**src/rtl/wtsp_pkg.sv**
```systemverilog
`default_nettype none
package wtsp_pkg;

    localparam int FRACTION_BITS = 16;
    localparam int SCREEN_BITS   = 16;

    localparam int COEF_W    = 32;
    localparam int POS_W     = 32;
    localparam int WIN_W     = 14;
    localparam int HALF_W    = WIN_W - 1;
    localparam int NEAR_W    = 31;
    localparam int CFG_W     = 31;
    localparam int CFG_IDX_W = 2;
    localparam int ENTRY_W   = 4;
    localparam int ENTRIES   = 16;

    localparam int PROD_W = COEF_W + POS_W;
    // three floored products plus one entry
    localparam int CLIP_W = PROD_W - FRACTION_BITS + 2;
    localparam int SUM_W  = CLIP_W + 1;
    localparam int NUM_W  = SUM_W + HALF_W + 1;
    localparam int DIV_W  = ((NUM_W > CLIP_W + SCREEN_BITS) ? NUM_W
                                                            : CLIP_W + SCREEN_BITS) + 1;

    localparam int WIDTH_RESET  = 1920;
    localparam int HEIGHT_RESET = 1080;
    localparam int NEAR_RESET   = 6554;

    typedef enum logic [CFG_IDX_W-1:0] {
        REG_LAYOUT = 2'd0,
        REG_WIDTH  = 2'd1,
        REG_HEIGHT = 2'd2,
        REG_NEAR   = 2'd3
    } cfg_reg_t;

    typedef enum logic {
        OP_LOAD    = 1'b0,
        OP_PROJECT = 1'b1
    } op_t;

    typedef enum logic {
        LAYOUT_COLUMN = 1'b0,
        LAYOUT_ROW    = 1'b1
    } layout_t;

    // matrix rows 0, 1 and 3 only; column 3 is the constant term
    typedef struct packed {
        logic [POS_W-1:0]              x;
        logic [POS_W-1:0]              y;
        logic [POS_W-1:0]              z;
        logic [2:0][3:0][COEF_W-1:0]   coef;
    } fetch_t;

    typedef struct packed {
        logic              visible;
        logic [NUM_W-1:0]  nx;
        logic [NUM_W-1:0]  ny;
        logic [CLIP_W-1:0] w;
    } numer_t;

    typedef struct packed {
        logic [HALF_W-1:0] half_w;
        logic [HALF_W-1:0] half_h;
        logic [NEAR_W-1:0] near;
    } view_cfg_t;

    typedef struct packed {
        logic                   visible;
        logic [SCREEN_BITS-1:0] sx;
        logic [SCREEN_BITS-1:0] sy;
    } result_t;

endpackage
`default_nettype wire

```
**src/rtl/wtsp_coef.sv**
```systemverilog
`default_nettype none
module wtsp_coef (
    input  wire logic                            clk,
    input  wire logic                            rst_n,
    input  wire logic                            in_valid,
    output logic                                 in_ready,
    input  wire logic                            operation,
    input  wire logic [wtsp_pkg::ENTRY_W-1:0]    entry_index,
    input  wire logic [wtsp_pkg::COEF_W-1:0]     coefficient,
    input  wire logic [wtsp_pkg::POS_W-1:0]      pos_x,
    input  wire logic [wtsp_pkg::POS_W-1:0]      pos_y,
    input  wire logic [wtsp_pkg::POS_W-1:0]      pos_z,
    input  wire logic                            layout,
    output logic                                 out_valid,
    input  wire logic                            out_ready,
    output wtsp_pkg::fetch_t                     out_data
);

    logic [wtsp_pkg::COEF_W-1:0] mat_reg [wtsp_pkg::ENTRIES];
    logic                        v_reg;
    wtsp_pkg::fetch_t            data_reg;
    wtsp_pkg::fetch_t            data_next;
    logic                        en;
    logic                        is_load;

    assign en       = !v_reg || out_ready;
    assign in_ready = en;
    assign is_load  = (wtsp_pkg::op_t'(operation) == wtsp_pkg::OP_LOAD);

    always_ff @(posedge clk)
    begin
        if (in_valid && en && is_load)
        begin
            mat_reg[entry_index] <= coefficient;
        end
    end

    // row r of the clip vector, rows 0, 1 and 3 of the matrix
    always_comb
    begin
        data_next.x = pos_x;
        data_next.y = pos_y;
        data_next.z = pos_z;
        for (int r = 0; r < 3; r++)
        begin
            for (int c = 0; c < 4; c++)
            begin
                if (wtsp_pkg::layout_t'(layout) == wtsp_pkg::LAYOUT_ROW)
                begin
                    data_next.coef[r][c] = mat_reg[(r == 2 ? 3 : r) * 4 + c];
                end
                else
                begin
                    data_next.coef[r][c] = mat_reg[c * 4 + (r == 2 ? 3 : r)];
                end
            end
        end
    end

    always_ff @(posedge clk or negedge rst_n)
    begin
        if (!rst_n)
        begin
            v_reg <= 1'b0;
        end
        else if (en)
        begin
            v_reg <= in_valid && !is_load;
        end
    end

    always_ff @(posedge clk)
    begin
        if (en)
        begin
            data_reg <= data_next;
        end
    end

    assign out_valid = v_reg;
    assign out_data  = data_reg;

endmodule
`default_nettype wire

```
**config.mk**
```make
export PLATFORM = sky130hd
export DESIGN_NAME = wtsp_coef
export DESIGN_NICKNAME = d
export VERILOG_FILES = /design/src/rtl/wtsp_pkg.sv /design/src/rtl/wtsp_coef.sv
export SDC_FILE = /design/constraint.sdc
export NUM_CORES = 1
export LEC_CHECK = 0
export BUFFER_PORTS_ARGS = -buffer_cell sky130_fd_sc_hd__buf_2
export CORE_ASPECT_RATIO = 0.8
export CORE_UTILIZATION = 50
export CTS_CLUSTER_DIAMETER = 40
export DETAILED_ROUTE_END_ITERATION = 12
export PLACE_DENSITY = 0.84
export SETUP_SLACK_MARGIN = 0.05
export SYNTH_ARGS = -nofsm -noshare
export SYNTH_HDL_FRONTEND = slang
export SYNTH_SLANG_ARGS = --single-unit
export TNS_END_PERCENT = 50
```
**constraint.sdc**
```tcl
create_clock -name clk -period 13 [get_ports clk]
set_input_delay 1.95 -clock clk [delete_from_list [all_inputs] [get_ports clk]]
set_output_delay 1.95 -clock clk [all_outputs]
set_load 0.01 [all_outputs]
```
# After elaboration in Yosys (flattened, before gate mapping)
# Memories as Yosys holds them, arrays and structs flattened. A register that Yosys moved wholly into a read port is not among the register bits.
# Cells that the tools add are included.
dict set report totals {
  memories 1
  register_bits 385
  mem_bits_rw 512
  word_cells 31
  output_inout_bits 482
  input_bits 138
}
# name depth width read_ports rd_clocked_by_memory_dff write_ports line_no
set mem_list {}
lappend mem_list {mat_reg 16 32 15 3 1 wtsp_coef.sv:19} ;# logic [wtsp_pkg::COEF_W-1:0] mat_reg [wtsp_pkg::ENTRIES];
dict set report op_classes {
  bitwise 1
  n_reduce_logical 5
  mux 11
}
# operator n
set ops {}
lappend ops {{$mux 32} 9}
lappend ops {{$logic_and 1x1->1} 3}
lappend ops {{$mux 1} 2}
lappend ops {{$logic_not 1->1} 1}
lappend ops {{$logic_or 1x1->1} 1}
lappend ops {{$not 1->1} 1}

# Depth between registers and ports, before layout
dict set report depth {
  ltp_word 6
  ltp_mapped 4
  ltp_nobuf 2
}

# Worst setup path after synthesis
# OpenSTA, ideal clock, no wires.
dict set report synth_path {
  path_type {input to output}
  from {input out_ready}
  to {output in_ready}
  required_time_ns 11.050
  arrival_time_ns 11.535
  stages 4
  setup_slack_ns -0.485
  n_path_buf 2
  cell_sequence {nor2b_1 buf_2 buf_6 inv_1}
}
dict set report synth_via {
  elab_chain_cells 1
}
# element line_no
set synth_lines {}
lappend synth_lines {{start: declaration} wtsp_coef.sv:15} ;# input wire logic out_ready,
lappend synth_lines {{$logic_or 1x1->1} wtsp_coef.sv:26} ;# assign en = !v_reg || out_ready;
lappend synth_lines {{end: declaration} wtsp_coef.sv:6} ;# output logic in_ready,
# Every way passes these cells.

# Worst setup path in the final report
# Same ends and word-level chain as after synthesis.

==> impl_metrics.toml <==
[status]
outcome = "complete, no violations"

[power]
power.density_nw_per_um2 = 166
swShare_pct = 21.0
seqPwrFrac_pct = 52.3
p_int_mw = 5.37
power_leakage_nw = 15.6
pwr-share-clk_pct = 42.9
combPwrFrac_pct = 4.8
vdd_drop_max_uv = 128
p_switching_mw = 1.42

[clocking]
clock_path_buffers = 3
cts_buffers = 99
cts_max_level = 3
cts_setup_buffers = 0
cts_tree = "yes"
cts_resized = 0
path_clk_slew_ns = 0.06
cts_hold_buf = 0
clk_latency_ns = 0.64
clock_sinks = 961
cts_root_buf = "clkbuf_16"

[die]
dieArea_sq_um = 67800
coreArea_sq_um = 65800
pin_count = 620
floorplan.initialDensity_pct = 50.7
die_y_microns = 233
fp-row-count = 84
die_w_microns = 291

[job]
maxCapViolCount = 0

[synth]
synthCells = 1311
synth_flop_cell = "edfxtp_1"
synthTopCellsByArea = "edfxtp_1 86%, mux2_4 9.0%, mux2_2 2.9%"
ys_seq_elements = 961
synth_top_cell_by_area = "edfxtp_1"
yosysUniqueCellTypes = 13
synth-async-reset-ratio_pct = 0.104
synth.most_common_cell = "edfxtp_1"
synth_common_cells = "960 x edfxtp_1, 201 x mux2_4, 87 x mux2_2, 27 x buf_6, 15 x nor4_1"
synth_area_sq_um = 33400
synth_top_area_share_pct = 86.4
synth_edf_count = 960
yosysWarningCount = 0
syn_area_per_cell_sq_um = 25.4
synthesis.nets = 1449
synth-seq-area-share_pct = 86.5

[cells_and_area]
final_core_util_pct = 62.3
drive_above_1_share_pct = 52.7
multi_input_area_sq_um = 4250
seq_area_sq_um = 28900
nets = 2168
area_growth_syn_to_layout_pct = 22.9
nFillCells = 4269
finalInstanceArea_sq_um = 41000

[place]
place.detailed.hpwl_mm = 45.2
gp_congestion = 0.913
dp_slack_ns = 7.22
place_area_sq_um = 37600
port_buffers = 619

[worst_setup_path]
cp.required_ns = 11.05
arrival_ns = 3.86
worst_setup_path_end_kind = "output port"
critical_path_class = "in2out"
worstPathMaxFanout = 17
critPathLaunchType = "input port"

[sta]
final_max_slew_viol_count = 0
worst_slack_ns = 7.19
slew_headroom_pct = 23.3
fin_tns_setup_ns = 0
finalHoldViolations = 0
min_period_ns = 5.81
grt_setup_unrepaired = "no"
setup_viol = 0
hold_ws_ns = 0.403
max_freq_mhz = 172
fin_skew_ns = 0.0335
fin_crit_sh_pct = 44.7
tightestPinTransition_ns = 1.15

[detailed_routing]
drtAntennaViolNets = 0
drcViolationCount = 0
wl_per_cell_microns = 24.3
via_per_inst = 5.28
drtIter0Drc = 1255
drt-total-wl_mm = 72.3
dr.pass1.iters = 5
vias = 15700

[grt]
use_met1_pct = 25.4
track_usage_pct = 20.6
top_usage_layer = "met2"
met2_usage_pct = 35.1
grtUsageMet3_pct = 5.40
grt_first_pass_wirelength_mm = 102
grt_antenna_before_repair = 7
grt_max_degree = 175
overflow = 0
grt_pass1_vias = 15800

[min_path]
hold_path_class = "reg2reg"
## critical path, cell delays in order
cell and delay (ns):
buf_2 0.12, nor2b_2 0.78, clkinvlp_4 0.68, buf_2 0.31
## per-stage QoR
stage / std cells / power, mW
3_5_place_dp: 2789 / 3.94
3_3_place_gp: 2789 / 3.93
4_1_cts: 2969 / 6.84
6_report: 2975 / 6.79
2_1_floorplan: 1311 / 3.80
5_1_grt: 2975 / 6.97
## cell type report
| class | count | area share (%) |
|---|---|---|
| clock buffers | 119 | 6.38 |
| well taps | 860 | 2.62 |
| repair buffers | 653 | 8.23 |
| inverters | 1 | 0.0183 |
| diodes | 6 | 0.0366 |
| multi-input cells | 314 | 10.4 |
| clock inverters | 61 | 1.98 |
| flip-flops and latches | 961 | 70.4 |
## power groups by stage
stage / clock network, mW / registers (mW) / logic [mW]
floorplan: 0 / 3.69 / 0.110
global placement: 0 / 3.61 / 0.316
detailed placement: 0 / 3.62 / 0.326
CTS: 2.96 / 3.55 / 0.328
global route: 3.07 / 3.56 / 0.343
finish: 2.91 / 3.55 / 0.325
## logic make-up (layout without fill, tap and decap cells)
kind of cell | after synthesis | count (layout) | share of synthesized area [%]
flip-flops | 961 | 961 | 86.5
multiplexers | 288 | 288 | 12.0
AO/OA/AOI/OAI | 1 | 1 | 0.0225
other | 0 | 6 | 0
AND/OR/NAND/NOR | 25 | 25 | 0.454
buffers and inverters | 36 | 834 | 1.04
## cells in the final DEF (no fill, tap or decap), types with 5 or more instances in the layout
| cell type | instances |
|---|---|
| nand2b_1 | 5 |
| mux2_2 | 87 |
| inv_6 | 5 |
| clkinv_2 | 12 |
| buf_4 | 33 |
| edfxtp_1 | 960 |
| bufinv_16 | 13 |
| mux2_4 | 201 |
| clkbuf_16 | 102 |
| clkinv_1 | 12 |
| buf_2 | 618 |
| diode_2 | 6 |
| clkbuf_1 | 17 |
| inv_8 | 8 |
| nor4_2 | 15 |
## routing by layer
metal / up-vias / part of all wire (%)
li1: 6742 / -
met1: 8155 / 38
met2: 688 / 51
met3: 117 / 7.5
met4: 0 / 2.9
met5: - / 0
## worst paths after layout
check                      slack [ns]            start  depth (start not counted)             to
max                              7.19        out_ready                          4       in_ready
min                              0.40  mat_reg[15][21]                          0  out_data[373]
max reg2reg                      8.90        out_valid                          5  out_data[475]
min reg2reg                      0.40  mat_reg[15][21]                          0  out_data[373]
max in group asynchronous       11.81            rst_n                          1      out_valid
min in group asynchronous        1.11            rst_n                          1      out_valid
Power figures use the tool's default switching activity.
